`config.mk`:
```
export PLATFORM = sky130hd
export DESIGN_NAME = chaff_nop_inserter_unit
export DESIGN_NICKNAME = d
export VERILOG_FILES = /design/src/design/cnop_pkg.sv /design/src/design/cnop_mul.sv /design/src/design/cnop_rng.sv /design/src/design/chaff_nop_inserter_unit.sv
export SDC_FILE = /design/constraint.sdc
export NUM_CORES = 2
export LEC_CHECK = 0
export BUFFER_PORTS_ARGS = -buffer_cell sky130_fd_sc_hd__buf_2
export CAP_MARGIN = 40
export CORE_MARGIN = 5
export CORE_UTILIZATION = 45
export DETAILED_ROUTE_END_ITERATION = 8
export PLACE_DENSITY_LB_ADDON = 0.2
export RECOVER_POWER = 50
export SYNTH_ARGS = -nofsm -noshare
export SYNTH_HDL_FRONTEND = slang
export SYNTH_HIERARCHICAL = 1
export SYNTH_SLANG_ARGS = --single-unit
export TNS_END_PERCENT = 5
```
`constraint.sdc`:
```
create_clock -name clk -period 42.9 [get_ports clk]
set_clock_uncertainty 0.1 [all_clocks]
set_input_delay 4.29 -clock clk [delete_from_list [all_inputs] [get_ports clk]]
set_output_delay 4.29 -clock clk [all_outputs]
set_load 0.005 [all_outputs]
```
`src/design/cnop_pkg.sv`:
```
// cnop_pkg: shared constants, codes and types of the chaff nop inserter
// no dependencies; imported by cnop_mul, cnop_rng, chaff_nop_inserter_unit and its bench
package cnop_pkg;

	// dispatch geometry
	localparam int MAX_WIDTH  = 16;
	localparam int MAX_GROUPS = 4;
	localparam int UNIT_MAX   = MAX_WIDTH * MAX_GROUPS;
	localparam int EW_W       = $clog2(MAX_WIDTH + 1);
	localparam int EG_W       = $clog2(MAX_GROUPS + 1);
	localparam int UNIT_W     = $clog2(UNIT_MAX + 1);
	localparam int POS_W      = $clog2(UNIT_MAX);
	localparam int RED_W      = $clog2(POS_W + 1);

	// configuration register widths
	localparam int IW_W       = 5;
	localparam int GC_W       = 3;
	localparam int NOP_W      = 8;
	localparam int ROC_W      = 2;
	localparam int CFG_DATA_W = 8;
	localparam int CFG_IDX_W  = 2;

	// stream widths
	localparam int OP_W        = 2;
	localparam int IN_TDATA_W  = 128;
	localparam int OUT_TDATA_W = 64;

	// splitmix64 constants
	localparam logic [63:0] SM_GOLDEN = 64'h9e3779b97f4a7c15;
	localparam logic [63:0] SM_MIX1   = 64'hbf58476d1ce4e5b9;
	localparam logic [63:0] SM_MIX2   = 64'h94d049bb133111eb;
	localparam int          SM_SH1    = 30;
	localparam int          SM_SH2    = 27;
	localparam int          SM_SH3    = 31;

	typedef enum logic [OP_W-1:0] {
		OP_BEGIN = 2'd0,
		OP_INSTR = 2'd1,
		OP_PAD   = 2'd2
	} op_t;

	typedef enum logic [CFG_IDX_W-1:0] {
		CFG_ISSUE_WIDTH = 2'd0,
		CFG_GROUP_COUNT = 2'd1,
		CFG_NOP_CODE    = 2'd2,
		CFG_REG_OPERAND = 2'd3
	} cfg_reg_t;

	typedef enum logic [2:0] {
		MUL_IDLE,
		MUL_LL,
		MUL_LH,
		MUL_HL,
		MUL_ACC
	} mul_phase_t;

	typedef enum logic [2:0] {
		RNG_IDLE,
		RNG_MIX1,
		RNG_WAIT1,
		RNG_MIX2,
		RNG_WAIT2
	} rng_phase_t;

	typedef enum logic [2:0] {
		ST_IDLE,
		ST_REDUCE,
		ST_DECIDE,
		ST_PASS,
		ST_REQ,
		ST_WAIT,
		ST_EMIT
	} top_state_t;

	typedef struct packed {
		logic load;
		logic start;
	} rng_ctl_t;

	typedef struct packed {
		logic busy;
		logic done;
	} rng_sts_t;

endpackage

```
`src/design/cnop_mul.sv`:
```
// cnop_mul: low 64 bits of a 64x64 product from one shared 32x32 multiplier
// three partial products (LL, LH, HL) accumulated in turn; uses cnop_pkg
module cnop_mul (
	input  logic        clk,
	input  logic        arst_n,
	input  logic        start,
	input  logic [63:0] a,
	input  logic [63:0] b,
	output logic        done,
	output logic [63:0] p
);
	import cnop_pkg::*;

	mul_phase_t  phase_q, phase_d;
	logic [63:0] a_q, b_q;
	logic [31:0] op_x, op_y;
	logic [63:0] prod_s1;
	logic [63:0] acc_q;
	logic        done_q;

	always_comb begin
		phase_d = phase_q;
		case (phase_q)
			MUL_IDLE: if (start) phase_d = MUL_LL;
			MUL_LL:   phase_d = MUL_LH;
			MUL_LH:   phase_d = MUL_HL;
			MUL_HL:   phase_d = MUL_ACC;
			MUL_ACC:  phase_d = MUL_IDLE;
			default:  phase_d = MUL_IDLE;
		endcase
	end

	always_comb begin
		case (phase_q)
			MUL_LH: begin
				op_x = a_q[31:0];
				op_y = b_q[63:32];
			end
			MUL_HL: begin
				op_x = a_q[63:32];
				op_y = b_q[31:0];
			end
			default: begin
				op_x = a_q[31:0];
				op_y = b_q[31:0];
			end
		endcase
	end

	always_ff @(posedge clk or negedge arst_n) begin
		if (!arst_n) begin
			phase_q <= MUL_IDLE;
			done_q  <= 1'b0;
		end else begin
			phase_q <= phase_d;
			done_q  <= (phase_q == MUL_ACC);
		end
	end

	// cross terms only touch the upper half
	always_ff @(posedge clk) begin
		if (phase_q == MUL_IDLE && start) begin
			a_q <= a;
			b_q <= b;
		end
		prod_s1 <= op_x * op_y;
		case (phase_q)
			MUL_LH:           acc_q <= prod_s1;
			MUL_HL, MUL_ACC:  acc_q[63:32] <= acc_q[63:32] + prod_s1[31:0];
			default:          acc_q <= acc_q;
		endcase
	end

	assign done = done_q;
	assign p    = acc_q;

endmodule

```
`src/design/cnop_rng.sv`:
```
// cnop_rng: splitmix64 generator state and its mixing sequencer
// drives the shared multiplier in cnop_mul; uses cnop_pkg
module cnop_rng (
	input  logic               clk,
	input  logic               arst_n,
	input  cnop_pkg::rng_ctl_t ctl,
	input  logic [63:0]        seed,
	output cnop_pkg::rng_sts_t sts,
	output logic [63:0]        r
);
	import cnop_pkg::*;

	rng_phase_t  phase_q, phase_d;
	logic [63:0] state_q;
	logic [63:0] z_q;
	logic        done_q;
	logic        mul_start, mul_done;
	logic [63:0] mul_a, mul_b, mul_p;

	cnop_mul u_mul (
		.clk    (clk),
		.arst_n (arst_n),
		.start  (mul_start),
		.a      (mul_a),
		.b      (mul_b),
		.done   (mul_done),
		.p      (mul_p)
	);

	always_comb begin
		phase_d = phase_q;
		case (phase_q)
			RNG_IDLE:  if (ctl.start) phase_d = RNG_MIX1;
			RNG_MIX1:  phase_d = RNG_WAIT1;
			RNG_WAIT1: if (mul_done) phase_d = RNG_MIX2;
			RNG_MIX2:  phase_d = RNG_WAIT2;
			RNG_WAIT2: if (mul_done) phase_d = RNG_IDLE;
			default:   phase_d = RNG_IDLE;
		endcase
	end

	always_comb begin
		mul_start = 1'b0;
		mul_a     = z_q ^ (z_q >> SM_SH1);
		mul_b     = SM_MIX1;
		case (phase_q)
			RNG_MIX1: mul_start = 1'b1;
			RNG_MIX2: begin
				mul_start = 1'b1;
				mul_a     = z_q ^ (z_q >> SM_SH2);
				mul_b     = SM_MIX2;
			end
			default: mul_start = 1'b0;
		endcase
		sts.busy = (phase_q != RNG_IDLE);
		sts.done = done_q;
	end

	always_ff @(posedge clk or negedge arst_n) begin
		if (!arst_n) begin
			phase_q <= RNG_IDLE;
			state_q <= '0;
			done_q  <= 1'b0;
		end else begin
			phase_q <= phase_d;
			done_q  <= (phase_q == RNG_WAIT2) && mul_done;
			if (ctl.load)
				state_q <= seed;
			else if (ctl.start && phase_q == RNG_IDLE)
				state_q <= state_q + SM_GOLDEN;
		end
	end

	always_ff @(posedge clk) begin
		if (ctl.start && phase_q == RNG_IDLE)
			z_q <= state_q + SM_GOLDEN;
		else if (phase_q == RNG_WAIT1 && mul_done)
			z_q <= mul_p;
		else if (phase_q == RNG_WAIT2 && mul_done)
			z_q <= mul_p ^ (mul_p >> SM_SH3);
	end

	assign r = z_q;

endmodule

```
`src/design/chaff_nop_inserter_unit.sv`:
```
// chaff_nop_inserter_unit: passes instructions and pads them with chaff nops
// one item at a time; begin, unknown and empty-unit pad transactions finish on accept, others
// reduce the unit position first, then the real instruction leaves (straight from accept on
// an empty unit) ahead of its chaff nops, or a pad emits only chaff nops, each chaff nop
// drawn from splitmix64 by two 64-bit multiplies of three partial products on one 32x32 unit
// s_tready is low until the last result of an item sits in the output register; arst_n clears
// config to its defaults, generator state and position to zero
module chaff_nop_inserter_unit (
	input  logic                                clk,
	input  logic                                arst_n,
	input  logic                                cfg_we,
	input  logic [cnop_pkg::CFG_IDX_W-1:0]      cfg_index,
	input  logic [cnop_pkg::CFG_DATA_W-1:0]     cfg_data,
	input  logic                                s_tvalid,
	output logic                                s_tready,
	// seed[63:0], opcode, flags, reg_a, reg_b, aux[31:0]
	input  logic [cnop_pkg::IN_TDATA_W-1:0]     s_tdata,
	// operation
	input  logic [cnop_pkg::OP_W-1:0]           s_tuser,
	output logic                                m_tvalid,
	input  logic                                m_tready,
	// out_opcode, out_flags, out_reg_a, out_reg_b, out_aux[31:0]
	output logic [cnop_pkg::OUT_TDATA_W-1:0]    m_tdata,
	// is_chaff
	output logic                                m_tuser,
	output logic                                m_tlast
);
	import cnop_pkg::*;

	// configuration
	logic [IW_W-1:0]  issue_width_q;
	logic [GC_W-1:0]  group_count_q;
	logic [NOP_W-1:0] nop_code_q;
	logic [ROC_W-1:0] reg_code_q;

	// control
	top_state_t       state_q, state_d;
	logic [POS_W-1:0] pos_q;
	logic [POS_W-1:0] rem_q;
	logic [RED_W-1:0] k_q;
	op_t              op_q;
	logic             m_tvalid_q;

	// payload
	logic [63:0]              instr_q;
	logic [OUT_TDATA_W-1:0]   m_tdata_q;
	logic                     m_tuser_q;
	logic                     m_tlast_q;

	logic [EW_W-1:0]          eff_w;
	logic [EG_W-1:0]          eff_g;
	logic [UNIT_W-1:0]        unit;
	logic                     unit_zero;
	logic                     accept;
	op_t                      s_op;
	logic                     out_free;
	logic [POS_W+UNIT_W-1:0]  red_div;
	logic                     red_ge;
	logic [EW_W-1:0]          n_items;
	logic [POS_W-1:0]         chaff_cnt;
	logic [UNIT_W:0]          pos_sum;
	logic [UNIT_W-1:0]        need_full;
	logic [POS_W-1:0]         need;
	logic                     load_real, load_chaff;
	rng_ctl_t                 rng_ctl;
	rng_sts_t                 rng_sts;
	logic [63:0]              rnd;

	cnop_rng u_rng (
		.clk    (clk),
		.arst_n (arst_n),
		.ctl    (rng_ctl),
		.seed   (s_tdata[63:0]),
		.sts    (rng_sts),
		.r      (rnd)
	);

	assign eff_w = (int'(issue_width_q) > MAX_WIDTH) ? EW_W'(MAX_WIDTH) : EW_W'(issue_width_q);
	assign eff_g = (int'(group_count_q) > MAX_GROUPS) ? EG_W'(MAX_GROUPS) : EG_W'(group_count_q);
	assign unit      = UNIT_W'(eff_w) * UNIT_W'(eff_g);
	assign unit_zero = (unit == '0);

	assign s_op     = op_t'(s_tuser);
	assign accept   = s_tvalid && s_tready;
	assign out_free = !m_tvalid_q || m_tready;

	// restoring reduction of the position, one quotient bit per cycle
	assign red_div = {{POS_W{1'b0}}, unit} << k_q;
	assign red_ge  = ({{UNIT_W{1'b0}}, pos_q} >= red_div);

	assign n_items   = (eff_w == '0) ? EW_W'(1) : eff_w;
	assign chaff_cnt = (eff_w > EW_W'(1)) ? POS_W'(eff_w - EW_W'(1)) : '0;
	assign pos_sum   = (UNIT_W+1)'(pos_q) + (UNIT_W+1)'(n_items);
	assign need_full = unit - UNIT_W'(pos_q);
	assign need      = (pos_q == '0) ? '0 : need_full[POS_W-1:0];

	always_comb begin
		state_d = state_q;
		case (state_q)
			ST_IDLE: begin
				if (accept) begin
					case (s_op)
						OP_INSTR: state_d = unit_zero ? ST_PASS : ST_REDUCE;
						OP_PAD:   state_d = unit_zero ? ST_IDLE : ST_REDUCE;
						default:  state_d = ST_IDLE;
					endcase
				end
			end
			ST_REDUCE: if (k_q == '0) state_d = ST_DECIDE;
			ST_DECIDE: begin
				if (op_q == OP_INSTR)
					state_d = ST_PASS;
				else
					state_d = (need == '0) ? ST_IDLE : ST_REQ;
			end
			ST_PASS: if (out_free) state_d = (chaff_cnt == '0) ? ST_IDLE : ST_REQ;
			ST_REQ:  state_d = ST_WAIT;
			ST_WAIT: if (rng_sts.done) state_d = ST_EMIT;
			ST_EMIT: if (out_free) state_d = (rem_q == POS_W'(1)) ? ST_IDLE : ST_REQ;
			default: state_d = ST_IDLE;
		endcase
	end

	always_comb begin
		s_tready      = (state_q == ST_IDLE);
		rng_ctl.load  = 1'b0;
		rng_ctl.start = 1'b0;
		load_real     = 1'b0;
		load_chaff    = 1'b0;
		case (state_q)
			ST_IDLE: rng_ctl.load = accept &&
				(s_op == OP_BEGIN || (s_op == OP_PAD && !unit_zero));
			ST_PASS: load_real     = out_free;
			ST_REQ:  rng_ctl.start = 1'b1;
			ST_EMIT: load_chaff    = out_free;
			default: rng_ctl.start = 1'b0;
		endcase
	end

	always_ff @(posedge clk or negedge arst_n) begin
		if (!arst_n) begin
			issue_width_q <= IW_W'(1);
			group_count_q <= GC_W'(1);
			nop_code_q    <= '0;
			reg_code_q    <= ROC_W'(1);
			state_q       <= ST_IDLE;
			pos_q         <= '0;
			rem_q         <= '0;
			k_q           <= '0;
			op_q          <= OP_BEGIN;
			m_tvalid_q    <= 1'b0;
		end else begin
			if (cfg_we) begin
				case (cfg_reg_t'(cfg_index))
					CFG_ISSUE_WIDTH: issue_width_q <= cfg_data[IW_W-1:0];
					CFG_GROUP_COUNT: group_count_q <= cfg_data[GC_W-1:0];
					CFG_NOP_CODE:    nop_code_q    <= cfg_data[NOP_W-1:0];
					CFG_REG_OPERAND: reg_code_q    <= cfg_data[ROC_W-1:0];
					default:         nop_code_q    <= nop_code_q;
				endcase
			end
			state_q <= state_d;

			if (accept) begin
				op_q <= s_op;
				k_q  <= RED_W'(POS_W - 1);
				if (s_op == OP_BEGIN)
					pos_q <= '0;
			end

			if (state_q == ST_REDUCE) begin
				if (red_ge)
					pos_q <= pos_q - red_div[POS_W-1:0];
				if (k_q != '0)
					k_q <= k_q - RED_W'(1);
			end

			if (state_q == ST_DECIDE && op_q == OP_PAD) begin
				rem_q <= need;
				pos_q <= '0;
			end

			if (load_real) begin
				rem_q <= chaff_cnt;
				if (!unit_zero)
					pos_q <= (pos_sum >= (UNIT_W+1)'(unit)) ?
						POS_W'(pos_sum - (UNIT_W+1)'(unit)) : POS_W'(pos_sum);
			end

			if (load_chaff)
				rem_q <= rem_q - POS_W'(1);

			if (load_real || load_chaff)
				m_tvalid_q <= 1'b1;
			else if (m_tready)
				m_tvalid_q <= 1'b0;
		end
	end

	// instruction fields held for the pass-through transaction
	always_ff @(posedge clk) begin
		if (accept)
			instr_q <= s_tdata[IN_TDATA_W-1:64];
		if (load_real) begin
			m_tdata_q <= instr_q;
			m_tuser_q <= 1'b0;
			m_tlast_q <= (chaff_cnt == '0);
		end else if (load_chaff) begin
			m_tdata_q <= {rnd[47:16], 4'b0000, rnd[15:12], 4'b0000, rnd[11:8],
				reg_code_q, reg_code_q, rnd[3:0], nop_code_q};
			m_tuser_q <= 1'b1;
			m_tlast_q <= (rem_q == POS_W'(1));
		end
	end

	assign m_tvalid = m_tvalid_q;
	assign m_tdata  = m_tdata_q;
	assign m_tuser  = m_tuser_q;
	assign m_tlast  = m_tlast_q;

	a_rng_done_when_waiting: assert property (@(posedge clk) disable iff (!arst_n)
		rng_sts.done |-> state_q == ST_WAIT)
		else $error("generator finished outside the wait state");

	a_accept_rng_idle: assert property (@(posedge clk) disable iff (!arst_n)
		accept |-> !rng_sts.busy)
		else $error("transaction accepted while generator busy");

	a_pos_reduced: assert property (@(posedge clk) disable iff (!arst_n)
		(state_q == ST_DECIDE) |-> ({1'b0, pos_q} < (POS_W+1)'(unit)))
		else $error("position not reduced below the unit");

	a_rem_nonzero: assert property (@(posedge clk) disable iff (!arst_n)
		(state_q == ST_REQ || state_q == ST_WAIT || state_q == ST_EMIT) |-> rem_q != '0)
		else $error("chaff generation with nothing left to emit");

endmodule

```
# Yosys cells after proc, flatten, opt, wreduce, memory -nomap -nowiden
# Index checks and enable logic that the tools add are counted.
# totals
elab_cells	174
mem_count	0
romBits	0
ff_bits	561
latchBits	0
ramBits	0
# classes
reduce_logical	39
n_mux	59
add_sub_neg	9
magnitude_cmp	5
n_bitwise	3
n_mul	2
n_eq_ne	31
div	0
n_shift	1
# ops
cell	count
$mux W64	8
$mux W6	13
$add A64 B64 Y64 const B	1
$mul A32 B32 Y64	1
$mux W32	2
$pmux W32 S2	1
$xor A64 B33 Y64	1
$xor A64 B34 Y64	1
$xor A64 B37 Y64	1
$mux W62	1
$mux W3	17
$add A32 B32 Y32	1
$pmux W3 S7	1
$eq A3 B2 Y1 const B	6
$logic_not A6 Y1	3
$sub A6 B6 Y6	3
$eq A3 B3 Y1 const B	5
$pmux W3 S5	1
$ge A6 B13 Y1	1
$shl A7 B3 Y13	1
$logic_not A3 Y1	4
$ne A2 B2 Y1 const B	6
$pmux W3 S4	1
$mux W1	10
29 further kinds	59

# Depth between registers and ports, before layout
# logic_depth
word_depth	10
depth_mapped	37

# Cells and area by module
# Netlist, hierarchy kept.
# modules_own_cells
module	area_each_um2	cells_per_inst	seq_area_each_um2	instances
cnop_mul	41921.5	4366	7146.9	1
cnop_rng	9006.1	1039	3623.5	1
chaff_nop_inserter_unit	8510.7	780	4873.4	1

# Least setup slack after synthesis
# No wires, ideal clock.
# synth_timing
kind	register to register
from	register u_rng.phase_q[0]
to	register u_rng.u_mul.a_q[0] (enable)
setup_time_ns	0.973
t_arrival_ns	13.750
stages_incl_launch_ff	3
n_path_buf	0
synth_period_minus_slack_ns	14.823
required_time_ns	41.827
setup_slack_ns	28.077
cell_sequence	dfrtp_1 > nor2b_1 > nor4b_1
# synth_between
elab_chain_cells	4
# synth_rtl
element	line_no	rtl
start: declaration	cnop_rng.sv:13	rng_phase_t phase_q, phase_d;
start signal: assignment	cnop_rng.sv:65	phase_q <= phase_d;
$eq A3 B1 Y1 or $eq A3 B2 Y1 (tied branches)	cnop_rng.sv:46	case (phase_q)
$reduce_or A2 Y1 (no source line) *	-	
$mux W1 *	cnop_rng.sv:46	
via u_rng.mul_start	cnop_rng.sv:17	logic mul_start, mul_done;
$logic_and A1 B1 Y1 *	cnop_mul.sv:62	if (phase_q == MUL_IDLE && start) begin
end signal: assignment	cnop_mul.sv:63	a_q <= a;
end: declaration	cnop_mul.sv:15	logic [63:0] a_q, b_q;
# The timed path passes the listed nets; every way through them passes the cells marked *.
# A chain may end at the register's enable or synchronous reset.

# Worst setup path in the final report
# layout_timing
from	register u_rng.u_mul.phase_q[1]
to	register u_rng.u_mul.prod_s1[60]
# layout_between
elab_chain_cells	3
# layout_rtl
element	line_no	rtl
start: declaration	cnop_mul.sv:14	mul_phase_t phase_q, phase_d;
start signal: assignment	cnop_mul.sv:55	phase_q <= phase_d;
$eq A3 B2 Y1	cnop_mul.sv:34	case (phase_q)
$mux W32	cnop_mul.sv:34	
$mul A32 B32 Y64 *	cnop_mul.sv:66	prod_s1 <= op_x * op_y;
end signal: assignment	cnop_mul.sv:66	
end: declaration	cnop_mul.sv:17	logic [63:0] prod_s1;
# Every way passes the cells marked *; elsewhere a longest branch is shown, timed or not.

==> impl_metrics.py <==
metrics = {
    "grt": {
        "grt_max_degree": 76,
        "globalRouteTotalUtil_pct": 28.8,
        "grt_antenna_before_repair": 9,
        "first_global_vias": 46454,
        "grt_overflow_total": 0,
        "grt_first_pass_wirelength_um": 301000,
    },
    "timing": {
        "worst_slew_pin_slew_ps": 3230,
        "final.min_clock_period_ps": 13480,
        "grt_setup_unrepaired": "no",
        "fmax_ghz": 0.0742,
        "finalCritPeriodShare_pct": 31.4,
        "slew_viol_final": 664,
        "timing.setup.tns_ps": 0,
        "finalSetupViolations": 0,
        "final_hold_viol_count": 0,
        "max-slew-margin-rel_pct": -115,
    },
    "worst_setup_path": {
        "crit_slowest_cell": "or2_0",
        "path_common_cell": "fa_1",
        "crit_required_ps": 43420,
        "path_class": "register to register",
        "largest_fanout_of_any_net_on_the_critical_path": 45,
        "critical_path.startpoint_type": "register",
        "crit_buf_inv": 7,
        "critical_path.top_delay_family": "buffers and inverters",
        "critical_path.endpoint_type": "register",
        "worst_path_largest_cell_delay_ps": 1750,
        "crit_arrival_ps": 14000,
    },
    "drt": {
        "drt-initial-drc-count": 4005,
        "drt-vias-per-instance": 5.54,
        "vias": 44981,
        "firstDrtPassIters": 6,
        "wl_um": 201000,
        "detail-route-antenna-nets": 0,
        "remaining_drc_errors": 0,
        "wire_per_inst_um": 24.8,
    },
    "die": {
        "floorplan.io_pins": 213,
        "area_of_the_die_um2": 139000,
        "initial_utilization_pct": 45.2,
        "die_x_um": 373,
        "core_area_um2": 131000,
        "die-height_um": 373,
        "std_cell_rows": 133,
    },
    "outcome": {
        "violations": "capacitance limit, slew limit",
        "outcome": "finished, violations left",
    },
    "clock_network": {
        "cts_hold_buf": 0,
        "worst_skew_pair.late_latency_ps": 690,
        "cts_repair_resize_count": 0,
        "cts.htree.levels": 2,
        "clockBufferDepth": 3,
        "clock_buffers_created_by_tritoncts": 61,
        "cts_tree": "built",
        "cts_post_setup_buffers_inserted": 0,
        "cts.reportedPaths.clkPinSlew_ps": 70,
        "clkSinkCount": 561,
        "clockRootBuffer": "clkbuf_16",
    },
    "place": {
        "port_buffers": 212,
        "routabilityCongestion": 1.01,
        "hpwlAfterDp_um": 155000,
    },
    "flow_run": {
        "maxCapViolCount": 14,
    },
    "synth": {
        "post_synth.cell_area_avg_um2": 9.62,
        "postSynthCellCount": 6168,
        "yosys_warnings": 6,
        "netlist_area_um2": 59300,
    },
    "min_path": {
        "kind_of_path_behind_the_tightest_hold_check": "register to register",
    },
    "finish": {
        "fin_nets": 7686,
        "area_growth_syn_to_layout_pct": 9.33,
        "mostFrequentLayoutCell": "nand2_1",
        "post_route_cells_drive_above_1_share_pct": 8.89,
        "fill_cells": 12268,
        "layout.cells.most_common_list": "nand2_1 (1055), inv_1 (927), fa_1 (905)",
    },
}
worst min-delay path, stage by stage, from the launching register on:
cell	delay, ps
dfxtp_1	310
inv_1	50
a21oi_1	50
layout make-up:
cell class | count | area, um2 | area share, %
multi-input cells | 4418 | 39300 | 60.6
flip-flops and latches | 561 | 15600 | 24.1
inverters | 929 | 3490 | 5.38
well taps | 1755 | 2200 | 3.39
repair buffers | 333 | 2110 | 3.25
clock buffers | 80 | 1680 | 2.59
clock inverters | 35 | 403 | 0.621
diodes | 7 | 17.5 | 0.0270
stage by stage:
step	hold slack, ps	cell area, um2	std cells	setup WS, ps	util [%]
CTS	347	64900	8111	32780	49.4
global route	368	64800	8113	28710	49.4
finish	352	64900	8118	29420	49.4
floorplan	312	59400	6199	28080	-
global placement	333	62500	7980	32800	47.6
detailed placement	337	62800	7996	32790	47.9
layer usage:
metal | part of all wire, % | track usage (%)
met1 | 39 | 37.5
met2 | 46 | 45.8
met3 | 9.0 | 6.19
met4 | 6.5 | 14.4
met5 | 0 | 0
final timing paths:
| kind | startpoint | end | slack [ps] | depth (start not counted) |
|---|---|---|---|---|
| min in group asynchronous | arst_n | u_rng/state_q[7] | 3570 | 1 |
| setup / recovery | u_rng/u_mul/phase_q[1] | u_rng/u_mul/prod_s1[60] | 29420 | 30 |
| max in group asynchronous | arst_n | k_q[1] | 37760 | 2 |
| hold / removal | m_tuser | m_tuser | 350 | 2 |
| setup reg to reg | u_rng/u_mul/phase_q[1] | u_rng/u_mul/prod_s1[60] | 29420 | 30 |
| hold reg to reg | m_tuser | m_tuser | 350 | 2 |
sequential cells by signal, indices dropped and copies added, names as in the netlist, 2 cells and up:
| signal | count |
|---|---|
| u_rng/u_mul/b_q | 64 |
| op_q | 2 |
| u_rng/u_mul/prod_s1 | 64 |
| group_count_q | 3 |
| nop_code_q | 8 |
| u_rng/u_mul/phase_q | 3 |
| m_tdata | 64 |
| u_rng/r | 64 |
| reg_code_q | 2 |
| instr_q | 64 |
| pos_q | 6 |
| issue_width_q | 5 |
| state_q | 3 |
| rem_q | 6 |
| u_rng/u_mul/p | 64 |
| u_rng/phase_q | 3 |
| k_q | 3 |
| u_rng/u_mul/a_q | 64 |
| u_rng/state_q | 64 |
Power is not shown: default switching activity piles up to over one toggle a cycle in this logic, so the estimate is an artifact.
